### src/design/mtpmm_pkg.sv
// Shared types and constants for the mouse-to-pad motion mapper.
package mtpmm_pkg;

  localparam int unsigned CMD_W     = 3;
  localparam int unsigned PAD_W     = 16;
  localparam int unsigned MBTN_W    = 5;
  localparam int unsigned TH_W      = 9;
  localparam int unsigned CAP_W     = 12;
  localparam int unsigned PEND_W    = 13;
  localparam int unsigned CONS_W    = 10;
  localparam int unsigned CFG_W     = 9;
  localparam int unsigned CFG_IDX_W = 2;

  localparam int unsigned CAP_FACTOR = 12;
  localparam int unsigned THRESH_MAX = 256;

  localparam logic [TH_W-1:0] MOVE_TH_RST = TH_W'(12);
  localparam logic [TH_W-1:0] AIM_TH_RST  = TH_W'(4);

  localparam logic [PAD_W-1:0] BTN_SELECT   = PAD_W'(1) << 0;
  localparam logic [PAD_W-1:0] BTN_UP       = PAD_W'(1) << 4;
  localparam logic [PAD_W-1:0] BTN_RIGHT    = PAD_W'(1) << 5;
  localparam logic [PAD_W-1:0] BTN_DOWN     = PAD_W'(1) << 6;
  localparam logic [PAD_W-1:0] BTN_LEFT     = PAD_W'(1) << 7;
  localparam logic [PAD_W-1:0] BTN_L1       = PAD_W'(1) << 10;
  localparam logic [PAD_W-1:0] BTN_TRIANGLE = PAD_W'(1) << 12;
  localparam logic [PAD_W-1:0] BTN_CIRCLE   = PAD_W'(1) << 13;
  localparam logic [PAD_W-1:0] BTN_SQUARE   = PAD_W'(1) << 15;

  localparam int unsigned MB_LEFT   = 0;
  localparam int unsigned MB_RIGHT  = 1;
  localparam int unsigned MB_MIDDLE = 2;
  localparam int unsigned MB_X1     = 3;
  localparam int unsigned MB_X2     = 4;

  typedef enum logic [CMD_W-1:0] {
    CMD_MOTION = 3'd0,
    CMD_MERGE  = 3'd1,
    CMD_COMMIT = 3'd2,
    CMD_FOCUS  = 3'd3,
    CMD_CLEAR  = 3'd4
  } cmd_e;

  typedef enum logic [CFG_IDX_W-1:0] {
    REG_ENABLE  = 2'd0,
    REG_MOVE_TH = 2'd1,
    REG_AIM_TH  = 2'd2
  } reg_idx_e;

  typedef struct packed {
    logic             enable;
    logic [TH_W-1:0]  move_th;
    logic [TH_W-1:0]  aim_th;
    logic [CAP_W-1:0] move_cap;
    logic             clr_acc;
  } cfg_t;

  // Clamp a written threshold into 1..THRESH_MAX.
  function automatic logic [TH_W-1:0] clamp_th(input logic [CFG_W-1:0] v);
    logic [TH_W-1:0] r;
    r = TH_W'(v);
    if (r == '0) begin
      r = TH_W'(1);
    end else if (r > TH_W'(THRESH_MAX)) begin
      r = TH_W'(THRESH_MAX);
    end
    return r;
  endfunction

endpackage

### src/design/mouse_to_pad_motion_mapper_core.sv
// Top level of the mouse-to-pad motion mapper: input stage, datapath, output stage.
//
//  channel   | dir | handshake            | payload
//  ----------+-----+----------------------+------------------------------------------
//  s_axis    | in  | tvalid/tready        | tuser: command; tdata: dx, dy, pad, mouse, focus
//  m_axis    | out | tvalid/tready        | tdata: pad_buttons_out (merge beats only)
//  cfg       | in  | cfg_we_i             | cfg_idx_i, cfg_wdata_i; no read-back
//
//  One beat per cycle sustained unless a merge beat waits on a full output
//  register. A beat is registered in the input stage, is applied to the
//  accumulators on leaving it, and a merge result lands in the output register.
//  Reset clears valid flags, accumulators, focus and the registers to defaults.
//  Only a merge beat waits in the input stage while the output register is full
//  and not taken; other beats pass through regardless of m_axis_tready.
module mouse_to_pad_motion_mapper_core #(
  parameter int unsigned DELTA_WIDTH = 16
) (
  input  logic                               clk_i,
  input  logic                               rst_ni,
  input  logic                               s_axis_tvalid,
  output logic                               s_axis_tready,
  // [DW-1:0] delta_x, [2DW-1:DW] delta_y, then pad_buttons_in (16),
  // mouse_buttons (5), focus_value (1), zero fill to whole bytes
  input  logic [((2*DELTA_WIDTH+22+7)/8)*8-1:0] s_axis_tdata,
  // [2:0] command
  input  logic [mtpmm_pkg::CMD_W-1:0]        s_axis_tuser,
  output logic                               m_axis_tvalid,
  input  logic                               m_axis_tready,
  // [15:0] pad_buttons_out
  output logic [mtpmm_pkg::PAD_W-1:0]        m_axis_tdata,
  input  logic                               cfg_we_i,
  input  logic [mtpmm_pkg::CFG_IDX_W-1:0]    cfg_idx_i,
  input  logic [mtpmm_pkg::CFG_W-1:0]        cfg_wdata_i
);

  localparam int unsigned DW      = DELTA_WIDTH;
  localparam int unsigned PAD_LO  = 2 * DW;
  localparam int unsigned MB_LO   = PAD_LO + mtpmm_pkg::PAD_W;
  localparam int unsigned FOC_BIT = MB_LO + mtpmm_pkg::MBTN_W;

  mtpmm_pkg::cfg_t cfg;

  logic                               in_vld_q;
  mtpmm_pkg::cmd_e                    in_cmd_q;
  logic signed [DW-1:0]               in_dx_q, in_dy_q;
  logic [mtpmm_pkg::PAD_W-1:0]        in_pad_q;
  logic [mtpmm_pkg::MBTN_W-1:0]       in_mb_q;
  logic                               in_foc_q;

  logic                               out_vld_q;
  logic [mtpmm_pkg::PAD_W-1:0]        out_pad_q;

  logic                               is_merge;
  logic                               out_free;
  logic                               go;
  logic                               take;
  logic [mtpmm_pkg::PAD_W-1:0]        pad_res;

  assign is_merge      = (in_cmd_q == mtpmm_pkg::CMD_MERGE);
  assign out_free      = ~out_vld_q | m_axis_tready;
  assign go            = in_vld_q & (~is_merge | out_free);
  assign s_axis_tready = ~in_vld_q | go;
  assign take          = s_axis_tvalid & s_axis_tready;

  mtpmm_cfg u_cfg (
    .clk_i       (clk_i),
    .rst_ni      (rst_ni),
    .cfg_we_i    (cfg_we_i),
    .cfg_idx_i   (cfg_idx_i),
    .cfg_wdata_i (cfg_wdata_i),
    .cfg_o       (cfg)
  );

  mtpmm_datapath #(
    .DELTA_WIDTH (DELTA_WIDTH)
  ) u_dp (
    .clk_i     (clk_i),
    .rst_ni    (rst_ni),
    .cfg_i     (cfg),
    .fire_i    (go),
    .cmd_i     (in_cmd_q),
    .delta_x_i (in_dx_q),
    .delta_y_i (in_dy_q),
    .pad_i     (in_pad_q),
    .mbtn_i    (in_mb_q),
    .focus_i   (in_foc_q),
    .pad_o     (pad_res)
  );

  // input stage: load on accept, drop when the beat moves on
  always_ff @(posedge clk_i or negedge rst_ni) begin
    if (!rst_ni) begin
      in_vld_q <= 1'b0;
    end else if (take) begin
      in_vld_q <= 1'b1;
    end else if (go) begin
      in_vld_q <= 1'b0;
    end
  end

  always_ff @(posedge clk_i) begin
    if (take) begin
      in_cmd_q <= mtpmm_pkg::cmd_e'(s_axis_tuser);
      in_dx_q  <= $signed(s_axis_tdata[DW-1:0]);
      in_dy_q  <= $signed(s_axis_tdata[2*DW-1:DW]);
      in_pad_q <= s_axis_tdata[MB_LO-1:PAD_LO];
      in_mb_q  <= s_axis_tdata[FOC_BIT-1:MB_LO];
      in_foc_q <= s_axis_tdata[FOC_BIT];
    end
  end

  // output register: hold until taken
  always_ff @(posedge clk_i or negedge rst_ni) begin
    if (!rst_ni) begin
      out_vld_q <= 1'b0;
    end else if (go && is_merge) begin
      out_vld_q <= 1'b1;
    end else if (m_axis_tready) begin
      out_vld_q <= 1'b0;
    end
  end

  always_ff @(posedge clk_i) begin
    if (go && is_merge) begin
      out_pad_q <= pad_res;
    end
  end

  assign m_axis_tvalid = out_vld_q;
  assign m_axis_tdata  = out_pad_q;

endmodule

### src/design/mtpmm_cfg.sv
// Configuration registers: enable, thresholds and the precomputed motion cap.
module mtpmm_cfg (
  input  logic                               clk_i,
  input  logic                               rst_ni,
  input  logic                               cfg_we_i,
  input  logic [mtpmm_pkg::CFG_IDX_W-1:0]    cfg_idx_i,
  input  logic [mtpmm_pkg::CFG_W-1:0]        cfg_wdata_i,
  output mtpmm_pkg::cfg_t                    cfg_o
);

  logic                          enable_q, enable_d;
  logic [mtpmm_pkg::TH_W-1:0]    move_th_q, move_th_d;
  logic [mtpmm_pkg::TH_W-1:0]    aim_th_q, aim_th_d;
  logic [mtpmm_pkg::CAP_W-1:0]   move_cap_q, move_cap_d;
  logic                          clr_acc;
  logic [mtpmm_pkg::TH_W-1:0]    wr_th;

  assign wr_th = mtpmm_pkg::clamp_th(cfg_wdata_i);

  always_comb begin
    enable_d   = enable_q;
    move_th_d  = move_th_q;
    aim_th_d   = aim_th_q;
    move_cap_d = move_cap_q;
    clr_acc    = 1'b0;
    if (cfg_we_i) begin
      case (mtpmm_pkg::reg_idx_e'(cfg_idx_i))
        mtpmm_pkg::REG_ENABLE: begin
          enable_d = cfg_wdata_i[0];
          clr_acc  = ~cfg_wdata_i[0];
        end
        mtpmm_pkg::REG_MOVE_TH: begin
          move_th_d  = wr_th;
          // 12 * th as two shifts
          move_cap_d = (mtpmm_pkg::CAP_W'(wr_th) << 3) + (mtpmm_pkg::CAP_W'(wr_th) << 2);
        end
        mtpmm_pkg::REG_AIM_TH: begin
          aim_th_d = wr_th;
        end
        default: begin
        end
      endcase
    end
  end

  always_ff @(posedge clk_i or negedge rst_ni) begin
    if (!rst_ni) begin
      enable_q   <= 1'b0;
      move_th_q  <= mtpmm_pkg::MOVE_TH_RST;
      aim_th_q   <= mtpmm_pkg::AIM_TH_RST;
      move_cap_q <= mtpmm_pkg::CAP_W'(mtpmm_pkg::CAP_FACTOR)
                    * mtpmm_pkg::CAP_W'(mtpmm_pkg::MOVE_TH_RST);
    end else begin
      enable_q   <= enable_d;
      move_th_q  <= move_th_d;
      aim_th_q   <= aim_th_d;
      move_cap_q <= move_cap_d;
    end
  end

  assign cfg_o.enable   = enable_q;
  assign cfg_o.move_th  = move_th_q;
  assign cfg_o.aim_th   = aim_th_q;
  assign cfg_o.move_cap = move_cap_q;
  assign cfg_o.clr_acc  = clr_acc;

endmodule

### src/design/mtpmm_datapath.sv
// Accumulator state and the per-beat motion, merge and commit logic.
module mtpmm_datapath #(
  parameter int unsigned DELTA_WIDTH = 16
) (
  input  logic                              clk_i,
  input  logic                              rst_ni,
  input  mtpmm_pkg::cfg_t                   cfg_i,
  input  logic                              fire_i,
  input  mtpmm_pkg::cmd_e                   cmd_i,
  input  logic signed [DELTA_WIDTH-1:0]     delta_x_i,
  input  logic signed [DELTA_WIDTH-1:0]     delta_y_i,
  input  logic [mtpmm_pkg::PAD_W-1:0]       pad_i,
  input  logic [mtpmm_pkg::MBTN_W-1:0]      mbtn_i,
  input  logic                              focus_i,
  output logic [mtpmm_pkg::PAD_W-1:0]       pad_o
);

  localparam int unsigned PW    = mtpmm_pkg::PEND_W;
  localparam int unsigned CW    = mtpmm_pkg::CONS_W;
  localparam int unsigned SUM_W = ((DELTA_WIDTH > PW) ? DELTA_WIDTH : PW) + 1;

  logic                  focused_q, focused_d;
  logic signed [PW-1:0]  pend_x_q, pend_x_d;
  logic signed [PW-1:0]  pend_y_q, pend_y_d;
  logic signed [CW-1:0]  cons_x_q, cons_x_d;
  logic signed [CW-1:0]  cons_y_d, cons_y_q;

  logic                  active;
  logic                  aiming;
  logic [mtpmm_pkg::TH_W-1:0] th;
  logic signed [PW-1:0]  th_p, aim_p;
  logic signed [CW-1:0]  th_c, aim_c;
  logic signed [SUM_W-1:0] cap_s, sum_x, sum_y, clp_x, clp_y;
  logic [mtpmm_pkg::PAD_W-1:0] pad_m;

  assign active = cfg_i.enable & focused_q;
  assign aiming = mbtn_i[mtpmm_pkg::MB_RIGHT];
  assign th     = aiming ? cfg_i.aim_th : cfg_i.move_th;
  assign th_p   = $signed(PW'(th));
  assign aim_p  = $signed(PW'(cfg_i.aim_th));
  assign th_c   = $signed(CW'(th));
  assign aim_c  = $signed(CW'(cfg_i.aim_th));

  assign cap_s  = $signed(SUM_W'(cfg_i.move_cap));
  assign sum_x  = SUM_W'(pend_x_q) + SUM_W'(delta_x_i);
  assign sum_y  = SUM_W'(pend_y_q) + SUM_W'(delta_y_i);

  always_comb begin
    clp_x = sum_x;
    if (sum_x > cap_s) begin
      clp_x = cap_s;
    end else if (sum_x < -cap_s) begin
      clp_x = -cap_s;
    end
    clp_y = sum_y;
    if (sum_y > cap_s) begin
      clp_y = cap_s;
    end else if (sum_y < -cap_s) begin
      clp_y = -cap_s;
    end
  end

  always_comb begin
    focused_d = focused_q;
    pend_x_d  = pend_x_q;
    pend_y_d  = pend_y_q;
    cons_x_d  = cons_x_q;
    cons_y_d  = cons_y_q;
    pad_m     = pad_i;

    if (fire_i) begin
      case (cmd_i)
        mtpmm_pkg::CMD_MOTION: begin
          if (active) begin
            pend_x_d = PW'(clp_x);
            pend_y_d = PW'(clp_y);
          end
        end
        mtpmm_pkg::CMD_MERGE: begin
          cons_x_d = '0;
          cons_y_d = '0;
          if (active) begin
            if (mbtn_i[mtpmm_pkg::MB_LEFT])   pad_m = pad_m & ~mtpmm_pkg::BTN_SQUARE;
            if (mbtn_i[mtpmm_pkg::MB_RIGHT])  pad_m = pad_m & ~mtpmm_pkg::BTN_L1;
            if (mbtn_i[mtpmm_pkg::MB_MIDDLE]) pad_m = pad_m & ~mtpmm_pkg::BTN_SELECT;
            if (mbtn_i[mtpmm_pkg::MB_X1])     pad_m = pad_m & ~mtpmm_pkg::BTN_CIRCLE;
            if (mbtn_i[mtpmm_pkg::MB_X2])     pad_m = pad_m & ~mtpmm_pkg::BTN_TRIANGLE;
            if (pend_x_q >= th_p) begin
              pad_m    = pad_m & ~mtpmm_pkg::BTN_RIGHT;
              cons_x_d = th_c;
            end else if (pend_x_q <= -th_p) begin
              pad_m    = pad_m & ~mtpmm_pkg::BTN_LEFT;
              cons_x_d = -th_c;
            end
            if (aiming) begin
              if (pend_y_q >= aim_p) begin
                pad_m    = pad_m & ~mtpmm_pkg::BTN_UP;
                cons_y_d = aim_c;
              end else if (pend_y_q <= -aim_p) begin
                pad_m    = pad_m & ~mtpmm_pkg::BTN_DOWN;
                cons_y_d = -aim_c;
              end
            end
          end
        end
        mtpmm_pkg::CMD_COMMIT: begin
          pend_x_d = pend_x_q - PW'(cons_x_q);
          pend_y_d = pend_y_q - PW'(cons_y_q);
          cons_x_d = '0;
          cons_y_d = '0;
        end
        mtpmm_pkg::CMD_FOCUS: begin
          focused_d = focus_i;
          if (!focus_i) begin
            pend_x_d = '0;
            pend_y_d = '0;
            cons_x_d = '0;
            cons_y_d = '0;
          end
        end
        mtpmm_pkg::CMD_CLEAR: begin
          pend_x_d = '0;
          pend_y_d = '0;
          cons_x_d = '0;
          cons_y_d = '0;
        end
        default: begin
        end
      endcase
    end

    // disabling through the config port drops all motion state
    if (cfg_i.clr_acc) begin
      pend_x_d = '0;
      pend_y_d = '0;
      cons_x_d = '0;
      cons_y_d = '0;
    end
  end

  always_ff @(posedge clk_i or negedge rst_ni) begin
    if (!rst_ni) begin
      focused_q <= 1'b0;
      pend_x_q  <= '0;
      pend_y_q  <= '0;
      cons_x_q  <= '0;
      cons_y_q  <= '0;
    end else begin
      focused_q <= focused_d;
      pend_x_q  <= pend_x_d;
      pend_y_q  <= pend_y_d;
      cons_x_q  <= cons_x_d;
      cons_y_q  <= cons_y_d;
    end
  end

  assign pad_o = pad_m;

endmodule

### config.mk
export PLATFORM = sky130hd
export DESIGN_NAME = mouse_to_pad_motion_mapper_core
export DESIGN_NICKNAME = d
export VERILOG_FILES = /design/src/design/mtpmm_pkg.sv /design/src/design/mouse_to_pad_motion_mapper_core.sv /design/src/design/mtpmm_cfg.sv /design/src/design/mtpmm_datapath.sv
export SDC_FILE = /design/constraint.sdc
export NUM_CORES = 1
export LEC_CHECK = 0
export ABC_CLOCK_PERIOD_IN_PS = 4600
export BUFFER_PORTS_ARGS = -buffer_cell sky130_fd_sc_hd__buf_2
export CAP_MARGIN = 20
export CORE_MARGIN = 2
export CORE_UTILIZATION = 23
export CTS_BUF_LIST = sky130_fd_sc_hd__clkbuf_16
export DETAILED_ROUTE_END_ITERATION = 6
export HOLD_SLACK_MARGIN = 0.12
export MAX_ROUTING_LAYER = met4
export SLEW_MARGIN = 20
export SYNTH_ARGS = -nofsm -noshare
export SYNTH_HDL_FRONTEND = slang
export SYNTH_SLANG_ARGS = --single-unit
### constraint.sdc
create_clock -name clk_i -period 4.6 [get_ports clk_i]
set_clock_uncertainty 0.1 [all_clocks]
set_input_delay 0.92 -clock clk_i [delete_from_list [all_inputs] [get_ports clk_i]]
set_output_delay 0.92 -clock clk_i [all_outputs]
set_load 0.005 [all_outputs]
* After elaboration in Yosys (flattened, before gate mapping)
Index checks and enable logic that the tools add are counted.
** Word-level totals
- Bits of input ports :: 75
- Word-level logic and storage cells :: 120
- Output and inout bits :: 18
- Register bits :: 153
** Operators by class
- Bitwise operators :: 10
- Order comparisons :: 9
- Reductions and logical operators :: 16
- Add/sub/neg operators :: 10
- Equality and inequality tests :: 8
- Multiplexer cells :: 49
** Operators with widths (count)
- $mux W13 :: 12
- $mux W10 :: 12
- $pmux W13 S4 :: 2
- $mux W16 :: 4
- $pmux W10 S3 :: 2
- $add A13 B16 Y17 :: 2
- $gt A17 B13 Y1 :: 2
- $lt A17 B17 Y1 :: 2
- $mux W9 :: 3
- $ge A13 B10 Y1 :: 2
- $le A13 B13 Y1 :: 2
- $neg A9 Y13 :: 2
- $sub A13 B10 Y13 :: 2
- $mux W7 :: 3
- $neg A9 Y10 :: 2
- $neg A12 Y17 :: 1
- $mux W8 :: 2
- $mux W14 :: 1
- $add A12 B11 Y12 :: 1
- $mux W11 :: 1
- $gt A9 B9 Y1 const B :: 1
- $logic_not A9 Y1 :: 1
- $reduce_and A2 Y1 :: 4
- $mux W1 :: 7
- 19 further kinds :: 29

* Longest topological paths before layout
Gate-level depths: netlist (run 1).
- Depth after elaboration :: 13
- Gate-level depth with buffers :: 20

* Hierarchy
A second synthesis (run 1) with hierarchy kept.
** Unflattened totals
- Cell total of the unflattened synthesis :: 1321
- Area, all modules :: 12115.4 µm²
** Modules (own cells, without submodules)
- mtpmm_datapath :: area an instance 8315.5 µm², cells each 1084, times used 1
- mouse_to_pad_motion_mapper_core :: area an instance 2317.2 µm², cells each 84, times used 1
- mtpmm_cfg :: area an instance 1482.7 µm², cells each 153, times used 1

* Least setup slack after synthesis (run 1)
Ideal clock, no wire load.
- Path type :: register to register
- From :: reg in_mb_q[1] in the netlist's numbering
- To :: reg u_dp.cons_x_q[6]
- Slack :: 389 ps
- Cell stages (with the launch flop) :: 21
- Path buffers :: 2
- Arrival :: 4046 ps
- Cells stage by stage :: edfxtp_1 buf_1 mux2i_1 ha_1 nand3_1 inv_1 nand3_1 inv_1 nand3_1 xor2_1 ha_1 and4_1 nand4_1 nor3_1 nor2_1 o21ai_0 a31oi_1 or3_1 clkbuf_1 o41ai_1 a31o_2
** On the way
- Longest elaborated chain between the ends :: 9
- Elaborated cells on any way between the ends :: 11
- Classes of those cells :: 2 x add/sub; 2 x order compare; 7 x mux
** Ends and longest elaborated chain
- from (decl) :: line mouse_to_pad_motion_mapper_core.sv:47 : logic [mtpmm_pkg::MBTN_W-1:0] in_mb_q;
- from (signal assigned) :: line mouse_to_pad_motion_mapper_core.sv:107 : in_mb_q <= s_axis_tdata[FOC_BIT-1:MB_LO];
- $mux W9 * :: line mtpmm_datapath.sv:38 : assign th = aiming ? cfg_i.aim_th : cfg_i.move_th;
- $neg A9 Y13 :: line mtpmm_datapath.sv:91 : end else if (pend_x_q <= -th_p) begin
- $le A13 B13 Y1 :: line mtpmm_datapath.sv:91
- $mux W10 :: line mtpmm_datapath.sv:91
- $mux W10 * :: line mtpmm_datapath.sv:88 : if (pend_x_q >= th_p) begin
- $mux W10 * :: line mtpmm_datapath.sv:82 : if (active) begin
- $pmux W10 S3 * :: line mtpmm_datapath.sv:72 : case (cmd_i)
- $mux W10 * :: line mtpmm_datapath.sv:71 : if (fire_i) begin
- $mux W10 * :: line mtpmm_datapath.sv:133 : if (cfg_i.clr_acc) begin
- to (signal assigned) :: line mtpmm_datapath.sv:152 : cons_x_q <= cons_x_d;
- to (decl) :: line mtpmm_datapath.sv:25 : logic signed [CW-1:0] cons_x_q, cons_x_d;
Mark *: on every way between the ends. The rest lies on a longest branch, timed or not. The select of a mux whose other input is x is not followed.
A chain may end at the register's enable or synchronous reset.

* Worst setup path in the final report (run 1)
- From :: reg in_dx_q[1]
- To :: reg u_dp.pend_x_q[7]
** On the way
- Longest elaborated chain between the ends :: 8
- Elaborated cells on any way between the ends :: 9
- Classes of those cells :: 1 x add/sub; 2 x order compare; 6 x mux
** Ends and longest elaborated chain
- from (decl) :: line mouse_to_pad_motion_mapper_core.sv:45 : logic signed [DW-1:0] in_dx_q, in_dy_q;
- from (signal assigned) :: line mouse_to_pad_motion_mapper_core.sv:104 : in_dx_q <= $signed(s_axis_tdata[DW-1:0]);
- $add A13 B16 Y17 * :: line mtpmm_datapath.sv:45 : assign sum_x = SUM_W'(pend_x_q) + SUM_W'(delta_x_i);
- $lt A17 B17 Y1 :: line mtpmm_datapath.sv:52 : end else if (sum_x < -cap_s) begin
- $mux W13 :: line mtpmm_datapath.sv:52
- $mux W13 * :: line mtpmm_datapath.sv:50 : if (sum_x > cap_s) begin
- $mux W13 * :: line mtpmm_datapath.sv:74 : if (active) begin
- $pmux W13 S4 * :: line mtpmm_datapath.sv:72
- $mux W13 * :: line mtpmm_datapath.sv:71
- $mux W13 * :: line mtpmm_datapath.sv:133
- to (signal assigned) :: line mtpmm_datapath.sv:150 : pend_x_q <= pend_x_d;
- to (decl) :: line mtpmm_datapath.sv:23 : logic signed [PW-1:0] pend_x_q, pend_x_d;
Marked as above.

==> results.txt, run 1 <==
Ranked by instance count, the synthesized netlist is headed by 158 x ha_1, 98 x nand2_1, 94 x inv_1. Of all cell types, the one taking the most synthesized area is edfxtp_1. CTS placed an instance of clkbuf_16 at the clock tree root. The die covers 0.0540 mm^2. The distinct cell type count after synthesis came out at 84. The count of inserted antenna diode cells came out at 0. In the synthesized netlist the async set-or-reset flop fraction comes to 51.3%. The area added between synthesis and finish is 22.4%.

The global-route wire length before repair is 56.6 mm. In this run, the number of DRC markers left after iteration 0 of detailed routing was 626. The number of flops mapped to enable cells by yosys came out at 73.

The chip width is 232 um. The post-route clock period utilization came out at 94.5%. The total congestion overflow is 0.

Summing internal, switching and leakage power gives 9160 uW. The sequential cell area came out at 0.00413 mm^2. The flow ran to the end, and the final reports show no timing, DRC or antenna violations. The max-cap check violation count came out at 0.

The data required time of the critical path came out at 4.84 ns. The kind of critical path is reg2reg. The insertion delay of the later-clocked pin in the worst-skew pair came out at 0.45 ns.

Headroom to the max-slew limit came out at 46.1%. The filler cells instantiated in the layout total 5,459. The number of pins exceeding their max-slew limit in the final report came out at 0. The top cell type by area accounts for 18.3% of the synthesized area.

The highest attainable clock frequency is 0.230 GHz. The pin count of the biggest net entering global routing is 78. The highest fanout seen on the critical path came out at 7. In the post-synthesis netlist, the cell with the most instances is ha_1. The floorplan has 83 rows. The routed length per placed instance came out at 16.5 um. The initial cell density of the core is 23.3%. The count of boundary I/O pins is 93. The peak supply drop is 0.000287 V.

The number of H-tree levels is 4. Once detail routing completed, the nets flagged for antenna violations numbered 0. By area the synthesized netlist is led by edfxtp_1 18%, ha_1 16%, dfrtp_1 15%. Once placement completed, the tool counted placed cells totaling 2,118. The number of synthesized register bits came out at 150. The number of search-and-repair iterations in the first detailed-routing pass came out at 5.

For the finished layout, the period the worst path requires is 4.35 ns. The static leakage came out at 0.00639 uW. The detailed router placed 10,300 vias in this run. The power density over the cells came out at 623 mW/mm^2. The sequential cell area fraction in the yosys report came out at 34.4%. The cell count after synthesis is 1,283.

The post-synthesis instance area is 0.0120 mm^2. The worst setup path is captured at a register. Global routing used 13.7% of the available tracks across all layers.

For this run, the leading register cell type out of synthesis is edfxtp_1. The pin slew with the least headroom to its limit came out at 0.806 ns. From bottom edge to top edge, the die measures 232 um. Among all stages on the critical path, the largest delay is contributed by o41ai_1.

For this run, the number of Yosys warnings is 0. The setup TNS came out at 0 ns. Traced cell by cell, the critical path runs through ha_1, a21oi_2, o211ai_1, o41ai_1, o21bai_1, a21oi_1, xnor2_1, ha_1, nand3_1, a21oi_1, a2111oi_4, buf_4, a211oi_2, buf_4, nor2_1, o21a_1, o31ai_1, o211ai_1, a22o_1.

The worst hold path belongs to the class reg2reg. The placed instance area is 0.0139 mm^2. The number of buffer cells added on primary ports came out at 90. Wires add up to 35.5 mm. The largest stage delay on the critical path came out at 0.46 ns.

The final-report setup violation count came out at 0. The number of antenna violations at the first check in global routing is 0. The average vias per placed instance is 4.77.

The synthesized area per cell came out at 9.35 um^2. The deepest clock path buffer count is 2. The share of post-route cells with drive strength above 1 came out at 19.5%. The tree built by TritonCTS fans out to 150 sinks.

The sum of net half-perimeters after detailed placement is 27.8 mm. The post-route DRC violation count came out at 0. The filler-free cell count of the finished design came out at 2,157. The design area came out at 0.0147 mm^2. TritonCTS built the clock tree.

After clock tree synthesis, the clock-pin slew on the worst setup and hold paths is 0.08 ns. The hold violation total from the final report is 0. The worst setup path is launched from a register. The critical path arrival is 4.59 ns. The last weighted congestion value of the routability-driven placer came out at 0.893. The number of global-route vias before repair is 10,500. The core region is 0.0514 mm^2. The number of nets in the synthesized netlist is 1,521. The final net count is 1,702. The area occupied by multi-input gates came out at 0.00747 mm^2. The clock buffer count from CTS came out at 17.
kinds of logic after synthesis:
group / synth area share, %
multiplexers: 2.91
adder cells (fa/ha/maj): 17.3
flip-flops: 34.4
buffers and inverters: 4.29
AO/OA/AOI/OAI: 20.4
AND/OR/NAND/NOR: 15.3
XOR/XNOR: 5.41
power by group:
group          total [uW]  internal [uW]  switching, uW
clock                1450            733            713
sequential           1740           1590            155
combinational        5970           2660           3310
cell type report:
class	instances	share of cell area, %
clock buffers	17	2.90
repair buffers	198	8.75
clock inverters	15	1.20
flip-flops and latches	150	28.1
multi-input cells	1002	50.9
inverters	95	2.43
well taps	680	5.79
stage by stage:
stage / hold WS (ns) / util, % / setup WS, ns
2_1_floorplan: 0.300 / - / 0.389
3_3_place_gp: 0.301 / 27.1 / -0.0335
3_5_place_dp: 0.306 / 27.1 / 0.107
4_1_cts: 0.312 / 28.3 / 0.0568
5_1_grt: 0.330 / 28.6 / -0.00932
6_report: 0.320 / 28.6 / 0.251
sequential cells by signal, indices dropped and copies added (netlist names), 3 cells and up:
name and count:
in_cmd_q 3, in_dx_q 16, in_dy_q 16, in_mb_q 5, in_pad_q 16, m_axis_tdata 16, u_cfg.aim_th_q 9, u_cfg.move_cap_q 9
u_cfg.move_th_q 9, u_dp.cons_x_q 10, u_dp.cons_y_q 10, u_dp.pend_x_q 13, u_dp.pend_y_q 13
cell usage in the layout, fill, tap and decap left out, types with 18 or more instances in the layout:
| cell type | n |
|---|---|
| ha_1 | 158 |
| buf_4 | 104 |
| nand2_1 | 98 |
| inv_1 | 94 |
| buf_2 | 90 |
| nor2_1 | 85 |
| o21ai_0 | 85 |
| edfxtp_1 | 73 |
| dfrtp_1 | 72 |
| a21oi_1 | 70 |
| xnor2_1 | 48 |
| nand3_1 | 42 |
| nor3_1 | 38 |
| mux2i_1 | 25 |
| nand2b_1 | 23 |
| o21a_1 | 23 |
| xor2_1 | 22 |
| a21o_1 | 20 |
| or3_1 | 18 |
worst paths after layout:
kind                                                      to  depth (start not counted)  slack (ns)                   from
worst max-delay path            u_dp.pend_x_q[7]$_DFFE_PN0P_                         19        0.25   in_dx_q[1]$_DFFE_PP_
worst min-delay path               m_axis_tdata[8]$_DFFE_PP_                          0        0.32  in_pad_q[8]$_DFFE_PP_
worst max register to register  u_dp.pend_x_q[7]$_DFFE_PN0P_                         19        0.25   in_dx_q[1]$_DFFE_PP_
worst min register to register     m_axis_tdata[8]$_DFFE_PP_                          0        0.32  in_pad_q[8]$_DFFE_PP_
max in group asynchronous       u_dp.pend_y_q[7]$_DFFE_PN0P_                          1        3.42                 rst_ni
min in group asynchronous       u_dp.cons_y_q[6]$_DFFE_PN0P_                          1        0.39                 rst_ni
critical path, delay by kind of cell (launching register included):
family	cells	cell delay, ns
AO/OA/AOI/OAI	12	2.35
adder cells (fa/ha/maj)	2	0.64
flip-flops	1	0.44
buffers and inverters	2	0.35
AND/OR/NAND/NOR	2	0.17
XOR/XNOR	1	0.16
routing by layer:
metal  vias up  share of wire (%)  global-route usage (%)
met2       236                 47                    22.4
met1      4928                 48                    18.0
met3        28                4.2                    1.89
met4         0                1.2                    3.02
li1       5098                  -                       -
met5         -                  0                       -
timing repair:
action / CTS / global route
setup buffers: 0 / 5
hold buffers: 0 / 0
resized for setup: 0 / 21
setup endpoints to repair: 0 / 35
No activity file was read; power rests on OpenSTA's default activity.
==> inputs of run 2 (changes only) <==
ABC_CLOCK_PERIOD_IN_PS = default   (was 4600)
CELL_PAD_IN_SITES_DETAIL_PLACEMENT = 0   (was default)
CELL_PAD_IN_SITES_GLOBAL_PLACEMENT = 1   (was default)
PLACE_DENSITY_LB_ADDON = 0.1   (was default)
==> run 2 against run 1 <==
Compared with the run above: routed wire length up 17%; sequential power hardly changed; clock power about the same; setup slack got worse by 0.027 ns; global-route usage grew 2.7 points; worst hold slack better by 0.0019 ns; highest routed layer unchanged; combinational power grew 8.9%; critical path depth fell by 4; critical endpoint is now u_dp.pend_y_q[7]$_DFFE_PN0P_.
==> results.txt, run 2 (synthesis gave the netlist of run 1 again) <==
The highest attainable clock frequency is 0.229 GHz (was 0.230 GHz). The total congestion overflow was 0 (unchanged). The final critical path time including I/O delays and setup came to 4.38 ns (was 4.35 ns). The sum of met2 wire segment lengths after detailed routing came out at 19.2 mm (was 16.7 mm). The static leakage is 0.00655 uW (was 0.00639 uW). The clock transition at the registers of the reported paths came to 0.07 ns (was 0.08 ns). The count of inserted antenna diode cells is 0 (unchanged). The routed metal-1 wire length came out at 20.7 mm (was 16.9 mm). The area enclosed by the die boundary was 0.0540 mm^2 (unchanged).

The kind of critical path is reg2reg (unchanged). The max-slew headroom at the worst pin came out at 38.2% (was 46.1%). The sequential cell area was 0.00413 mm^2 (unchanged).

The hold violation total from the final report is 0 (unchanged). The post-route DRC violation count came out at 0 (unchanged). The total core area came out at 0.0514 mm^2 (unchanged). The number of placement rows came out at 83 (unchanged). The deepest clock path buffer count came out at 2 (unchanged). The worst reg-to-reg setup slack is 0.22 ns (was 0.25 ns). The type of the tightest min-delay check is reg2reg (unchanged). The pin count of the biggest net entering global routing came out at 58 (was 78). The cell depth of the worst hold path came out at 0 (unchanged). Outcome: finished, final reports clean (unchanged).

The total number of vias is 10,000 (was 10,300). The sink of the worst hold path is m_axis_tdata[9]$_DFFE_PP_ (was m_axis_tdata[8]$_DFFE_PP_). The final net count came to 1,732 (was 1,702). The peak supply drop is 0.000316 V (was 0.000287 V). The post-route clock period utilization came to 95.1% (was 94.5%).

The average vias per placed instance is 4.59 (was 4.77). The sum of net half-perimeters after detailed placement came out at 32.9 mm (was 27.8 mm). The clock power share is 15.1% (was 15.8%). The insertion delay of the later-clocked pin in the worst-skew pair is 0.49 ns (was 0.45 ns).

The share of post-route cells with drive strength above 1 is 22.0% (was 19.5%). The clock tree root buffer cell is clkbuf_16 (unchanged). The total net switching power is 4440 uW (was 4180 uW).

The kind of capture point of the worst setup path is a register (unchanged). The number of filler instances in the final layout came to 5,454 (was 5,459). The number of pins exceeding their max-slew limit in the final report came out at 0 (unchanged). The initial cell density of the core is 23.3% (unchanged). The number of buffer cells added on primary ports came out at 90 (unchanged). The max-cap check violation count came out at 0 (unchanged). The internal power is 5290 uW (was 4980 uW). The y dimension of the die is 232 um (unchanged). The total clock sinks is 150 (unchanged). The sequential group share of total power is 18.0% (was 19.0%). The area added between synthesis and finish came out at 25.6% (was 22.4%). The post-route core utilization was 29.3% (was 28.6%).

The number of H-tree levels came to 4 (unchanged). The number of global-route vias before repair came out at 10,600 (was 10,500). The last weighted congestion value of the routability-driven placer is 0.815 (was 0.893).

The element type at the critical path start was a register (unchanged). The setup TNS came out at 0 ns (unchanged). The final-report setup violation count came out at 0 (unchanged). The routed length per placed instance came out at 19.0 um (was 16.5 um).

The worst setup margin is 0.224 ns (was 0.251 ns). The combinational share of power came out at 66.8% (was 65.2%). The most common cell after layout, fill and taps aside is ha_1 (unchanged). The chip width came out at 232 um (unchanged). The end of the worst register-to-register path is u_dp.pend_y_q[7]$_DFFE_PN0P_ (was u_dp.pend_x_q[7]$_DFFE_PN0P_). The number of antenna violations at the first check in global routing came out at 0 (unchanged). The beginning of the worst hold path is in_pad_q[9]$_DFFE_PP_ (was in_pad_q[8]$_DFFE_PP_). The count of boundary I/O pins was 93 (unchanged). The origin of the critical flop-to-flop path is u_dp.pend_y_q[1]$_DFFE_PN0P_ (was in_dx_q[1]$_DFFE_PP_).

The detailed route wirelength on metal3 came out at 1.05 mm (was 1.49 mm). The pin slew with the least headroom to its limit came out at 0.925 ns (was 0.806 ns). The uppermost metal layer occupied by signal nets was met4 (unchanged). The number of search-and-repair iterations in the first detailed-routing pass is 7 (was 5). The switching share of power came out at 45.7% (was 45.6%). The critical path arrival is 4.63 ns (was 4.59 ns). The length in cells of the worst reg-to-reg path is 15 (was 19).

The clock buffer count from CTS came out at 17 (unchanged). The number of nets with antenna violations after routing came out at 0 (unchanged). Commonest non-fill, non-tap cells in the layout: 153 x ha_1, 133 x buf_4, 98 x nand2_1 (was 158 x ha_1, 104 x buf_4, 98 x nand2_1). The initial detailed-routing violation count was 381 (was 626).

The clock tree from TritonCTS is yes (unchanged). The data required time of the critical path is 4.86 ns (was 4.84 ns). The global-route total usage across every layer is 16.4% (was 13.7%). The highest fanout seen on the critical path is 5 (was 7).

The worst hold slack was 0.321 ns (was 0.320 ns). The total length of routed wires came out at 41.6 mm (was 35.5 mm). The area occupied by multi-input gates came out at 0.00761 mm^2 (was 0.00747 mm^2). The power density over the cells came out at 646 mW/mm^2 (was 623 mW/mm^2). The global-route wire length before repair is 63.5 mm (was 56.6 mm). The worst slack at placement came to -0.417 ns (was 0.107 ns). The total chip power is 9730 uW (was 9160 uW).
[run 2: cell types whose count changed in the layout (fill, tap and decap cells not counted), sizes merged]
cell    delta
buf       +29
clkinv     -3
inv        +2
bufinv     +1
clkbuf     +1
[run 2: worst max-delay path, cell delays in order (launching register included)]
cell	delay, ns
dfrtp_1	0.37
buf_4	0.16
ha_1	0.29
a211o_1	0.32
a2111o_1	0.42
a31oi_4	0.23
o21a_2	0.18
xnor2_1	0.12
buf_4	0.17
ha_1	0.34
nand2_1	0.07
or4_4	0.54
o221ai_4	0.09
a41oi_4	0.24
o21bai_1	0.23
a311o_1	0.37
[run 2: metrics by stage]
| step | cell area [um^2] | instances |
|---|---|---|
| final | 15100 | 2187 |
| after global routing | 15100 | 2187 |
| after CTS | 14800 | 2181 |
| after detailed placement | 14200 | 2149 |
| after global placement | 14200 | 2149 |
| after floorplan | 12000 | 1283 |
[run 2: worst max-delay path by stage]
stage	startpoint	endpoint	slack, ns	cells past startpoint
global route	in_dx_q[1]$_DFFE_PP_	u_dp.pend_x_q[6]$_DFFE_PN0P_	-0.004	18
detailed placement	in_dx_q[0]$_DFFE_PP_	u_dp.pend_x_q[8]$_DFFE_PN0P_	-0.42	20
floorplan	in_mb_q[1]$_DFFE_PP_	u_dp.cons_x_q[6]$_DFFE_PN0P_	0.39	20
finish	u_dp.pend_y_q[1]$_DFFE_PN0P_	u_dp.pend_y_q[7]$_DFFE_PN0P_	0.22	15
global placement	in_dx_q[0]$_DFFE_PP_	u_dp.pend_x_q[8]$_DFFE_PN0P_	-0.48	20
CTS	in_dy_q[0]$_DFFE_PP_	u_dp.pend_y_q[5]$_DFFE_PN0P_	0.006	18
[run 2: cell type report]
| class | count | share of cell area [%] |
|---|---|---|
| clock inverters | 15 | 1.09 |
| flip-flops and latches | 150 | 27.4 |
| inverters | 95 | 2.37 |
| repair buffers | 228 | 10.2 |
| clock buffers | 17 | 2.82 |
| well taps | 680 | 5.64 |
| multi-input cells | 1002 | 50.5 |
[run 2: layer usage]
metal,GRT usage (%),up-vias
met5,-,-
li1,-,5173
met1,21.5,4699
met4,5.01,0
met2,25.9,127
met3,2.56,36
[run 2: power by group through the flow]
stage / Clock (uW) / Combinational [uW] / Sequential, uW
4_1_cts: 1550 / 6240 / 1760
5_1_grt: 1610 / 7250 / 1780
6_report: 1470 / 6500 / 1760
3_5_place_dp: 0 / 6140 / 1780
2_1_floorplan: 0 / 3890 / 1750
3_3_place_gp: 0 / 6150 / 1780
[run 2: timing repair]
item,in CTS,in global routing
buffers inserted,0,5
hold buffers,0,0
setup endpoints to repair,23,37
gates cloned,0,1
resized for setup,10,32
pin swaps,1,13
==> inputs of run 3 (changes only) <==
CORE_UTILIZATION = 48   (was 23)
CTS_BUF_LIST = default   (was sky130_fd_sc_hd__clkbuf_16)
CTS_CLUSTER_SIZE = 28   (was default)
==> run 3 against run 2 <==
Compared with the run above: power is 7.8% lower; cell area fell by 6.9%; core utilization increased by 28 points; clock power hardly changed; setup slack is essentially flat; non-clock buffer count down 55; register-to-register slack about the same; highest routed layer unchanged.
==> results.txt, run 3 (synthesis gave the netlist of run 1 again) <==
The total chip power is 8970 uW (was 9730 uW). The worst slack at placement came out at -0.118 ns (was -0.417 ns). The highest attainable clock frequency came out at 0.229 GHz (about the same). The number of search-and-repair iterations in the first detailed-routing pass is 5 (was 7). The power density over the cells came out at 639 mW/mm^2 (was 646 mW/mm^2). The count of inserted antenna diode cells came to 0 (unchanged). The kind of critical path was reg2reg (unchanged). The clock tree from TritonCTS is yes (unchanged). The largest stage delay on the critical path is 0.44 ns (was 0.54 ns). The critical path arrival is 4.64 ns (was 4.63 ns). The worst setup margin came out at 0.224 ns (about the same).

The global-route total usage across every layer is 26.2% (was 16.4%). The y dimension of the die came out at 162 um (was 232 um). Commonest non-fill, non-tap cells in the layout: 158 x ha_1, 97 x nand2_1, 94 x inv_1 (was 153 x ha_1, 133 x buf_4, 98 x nand2_1).

The chip width is 162 um (was 232 um). The length in cells of the worst reg-to-reg path came out at 14 (was 15). The average vias per placed instance is 5.67 (was 4.59). The hold violation total from the final report is 0 (unchanged). The pin slew with the least headroom to its limit is 0.992 ns (was 0.925 ns). The data required time of the critical path is 4.87 ns (was 4.86 ns).

The total number of vias is 10,100 (was 10,000). The total clock sinks is 150 (unchanged). The clock buffer count from CTS is 17 (unchanged). The max-slew headroom at the worst pin is 33.9% (was 38.2%). The share of post-route cells with drive strength above 1 is 18.0% (was 22.0%). The number of H-tree levels is 4 (unchanged). The kind of capture point of the worst setup path is a register (unchanged).

Outcome: finished, final reports clean (unchanged). The routed length per placed instance was 18.5 um (was 19.0 um). The initial detailed-routing violation count came out at 513 (was 381).

The cell depth of the worst hold path came out at 0 (unchanged). The static leakage came out at 0.00624 uW (was 0.00655 uW). The pin count of the biggest net entering global routing is 64 (was 58).

The final critical path time including I/O delays and setup came out at 4.38 ns (about the same). The total congestion overflow is 0 (unchanged). Worst path cell trace: ha_1, a211o_1, a2111o_1, a31oi_2, o21ai_0, xor2_1, ha_1, a21o_1, a211o_1, o221ai_1, a41oi_4, buf_4, or3_1, nand3_1 (was buf_4, ha_1, a211o_1, a2111o_1, a31oi_4, o21a_2, xnor2_1, buf_4, ha_1, nand2_1, or4_4, o221ai_4, a41oi_4, o21bai_1, a311o_1). The most common cell after layout, fill and taps aside is ha_1 (unchanged).

The filler-free cell count of the finished design is 1,777 (was 2,187). The number of placement rows is 57 (was 83). The max-cap check violation count was 0 (unchanged). The number of antenna violations at the first check in global routing came out at 0 (unchanged).

The number of filler instances in the final layout is 2,223 (was 5,454). The final-report setup violation count is 0 (unchanged). The area occupied by multi-input gates came to 0.00749 mm^2 (was 0.00761 mm^2). The post-route DRC violation count is 0 (unchanged). The placed instance area was 0.0133 mm^2 (was 0.0142 mm^2). The highest fanout seen on the critical path is 9 (was 5). The post-placement cell count is 1,742 (was 2,149). The count of boundary I/O pins is 93 (unchanged). The initial cell density of the core came to 49.1% (was 23.3%). The total length of routed wires came to 32.8 mm (was 41.6 mm). The sequential cell area is 0.00413 mm^2 (unchanged). The number of buffer cells added on primary ports came out at 90 (unchanged). The clock tree root buffer cell is clkbuf_16 (unchanged).

The total core area came out at 0.0245 mm^2 (was 0.0514 mm^2). The element type at the critical path start is a register (unchanged). The last weighted congestion value of the routability-driven placer is 0.916 (was 0.815). The design area came out at 0.0140 mm^2 (was 0.0151 mm^2). The final net count came to 1,678 (was 1,732).

The area enclosed by the die boundary is 0.0263 mm^2 (was 0.0540 mm^2). The post-route clock period utilization came out at 95.1% (about the same). The peak supply drop came to 0.000301 V (was 0.000316 V). The deepest clock path buffer count is 2 (unchanged). The number of global-route vias before repair was 9,907 (was 10,600).

The highest-delay cell along the critical path is edfxtp_1 (was or4_4). The setup TNS is 0 ns (unchanged). The global-route wire length before repair is 52.0 mm (was 63.5 mm). The number of pins exceeding their max-slew limit in the final report is 0 (unchanged). The type of the tightest min-delay check was reg2reg (unchanged). The sum of net half-perimeters after detailed placement is 25.2 mm (was 32.9 mm). The area added between synthesis and finish was 17.0% (was 25.6%). The clock transition at the registers of the reported paths is 0.08 ns (was 0.07 ns). The insertion delay of the later-clocked pin in the worst-skew pair came out at 0.45 ns (was 0.49 ns). The number of nets with antenna violations after routing is 0 (unchanged).
==> run 3: cell types whose count changed in the layout (fill, tap and decap cells not counted), moves of 3 or more <==
cell	before	now
ha_4	3	0
buf_4	133	84
buf_6	3	0
ha_1	153	158
==> run 3: path summary, 6_finish.rpt <==
check	slack (ns)	startpoint	endpoint
max in group asynchronous	3.08	rst_ni	in_vld_q$_DFFE_PN0P_
worst max register to register	0.22	in_dy_q[1]$_DFFE_PP_	u_dp.pend_y_q[2]$_DFFE_PN0P_
worst max-delay path	0.22	in_dy_q[1]$_DFFE_PP_	u_dp.pend_y_q[2]$_DFFE_PN0P_
worst min-delay path	0.31	in_pad_q[3]$_DFFE_PP_	m_axis_tdata[3]$_DFFE_PP_
worst min register to register	0.31	in_pad_q[3]$_DFFE_PP_	m_axis_tdata[3]$_DFFE_PP_
min in group asynchronous	0.48	rst_ni	u_dp.pend_y_q[9]$_DFFE_PN0P_
==> run 3: area by class of cell <==
| cell class | count | area share (%) |
|---|---|---|
| timing repair buffer | 173 | 7.66 |
| tap | 324 | 2.89 |
| clock buffer | 18 | 3.06 |
| sequential | 150 | 29.4 |
| multi-input combinational | 1003 | 53.3 |
| inverter | 95 | 2.54 |
| clock inverter | 14 | 1.13 |
==> run 3: power breakdown <==
group / switching [uW] / internal [uW]
Combinational: 3220 / 2540
Sequential: 176 / 1590
Clock: 672 / 772
Total: 4070 / 4900
==> run 3: routing by layer <==
metal / wire length [um] / track usage (%)
met1: 16000 / 35.4
met2: 15000 / 41.1
met3: 998 / 3.09
met4: 844 / 8.45
met5: 0 / -
==> run 3: worst max-delay path, delay by kind of cell (launching register included) <==
kind,cells,cell delay (ns)
DFF,1,0.44
xor gates and xnor gates,1,0.35
adders and majority gates,2,0.66
buffers and inverters,1,0.21
AOI/OAI and AO/OA,8,2.09
and+or+nand+nor,2,0.46
==> run 3: metrics by stage <==
stage | hold slack, ns | util [%]
after floorplan | 0.300 | -
after global placement | 0.301 | 54.4
after detailed placement | 0.305 | 54.4
after CTS | 0.311 | 56.9
after global routing | 0.317 | 57.4
final | 0.309 | 57.4
==> run 3: repair_timing <==
action                                  in CTS  in global routing
pin swaps                                    0                 10
cloned                                       0                  1
buffers inserted                             0                  2
gates resized for setup                      3                 18
hold buffers                                 0                  0
endpoints found under the hold margin        0                  0
endpoints found under the setup margin      12                 37
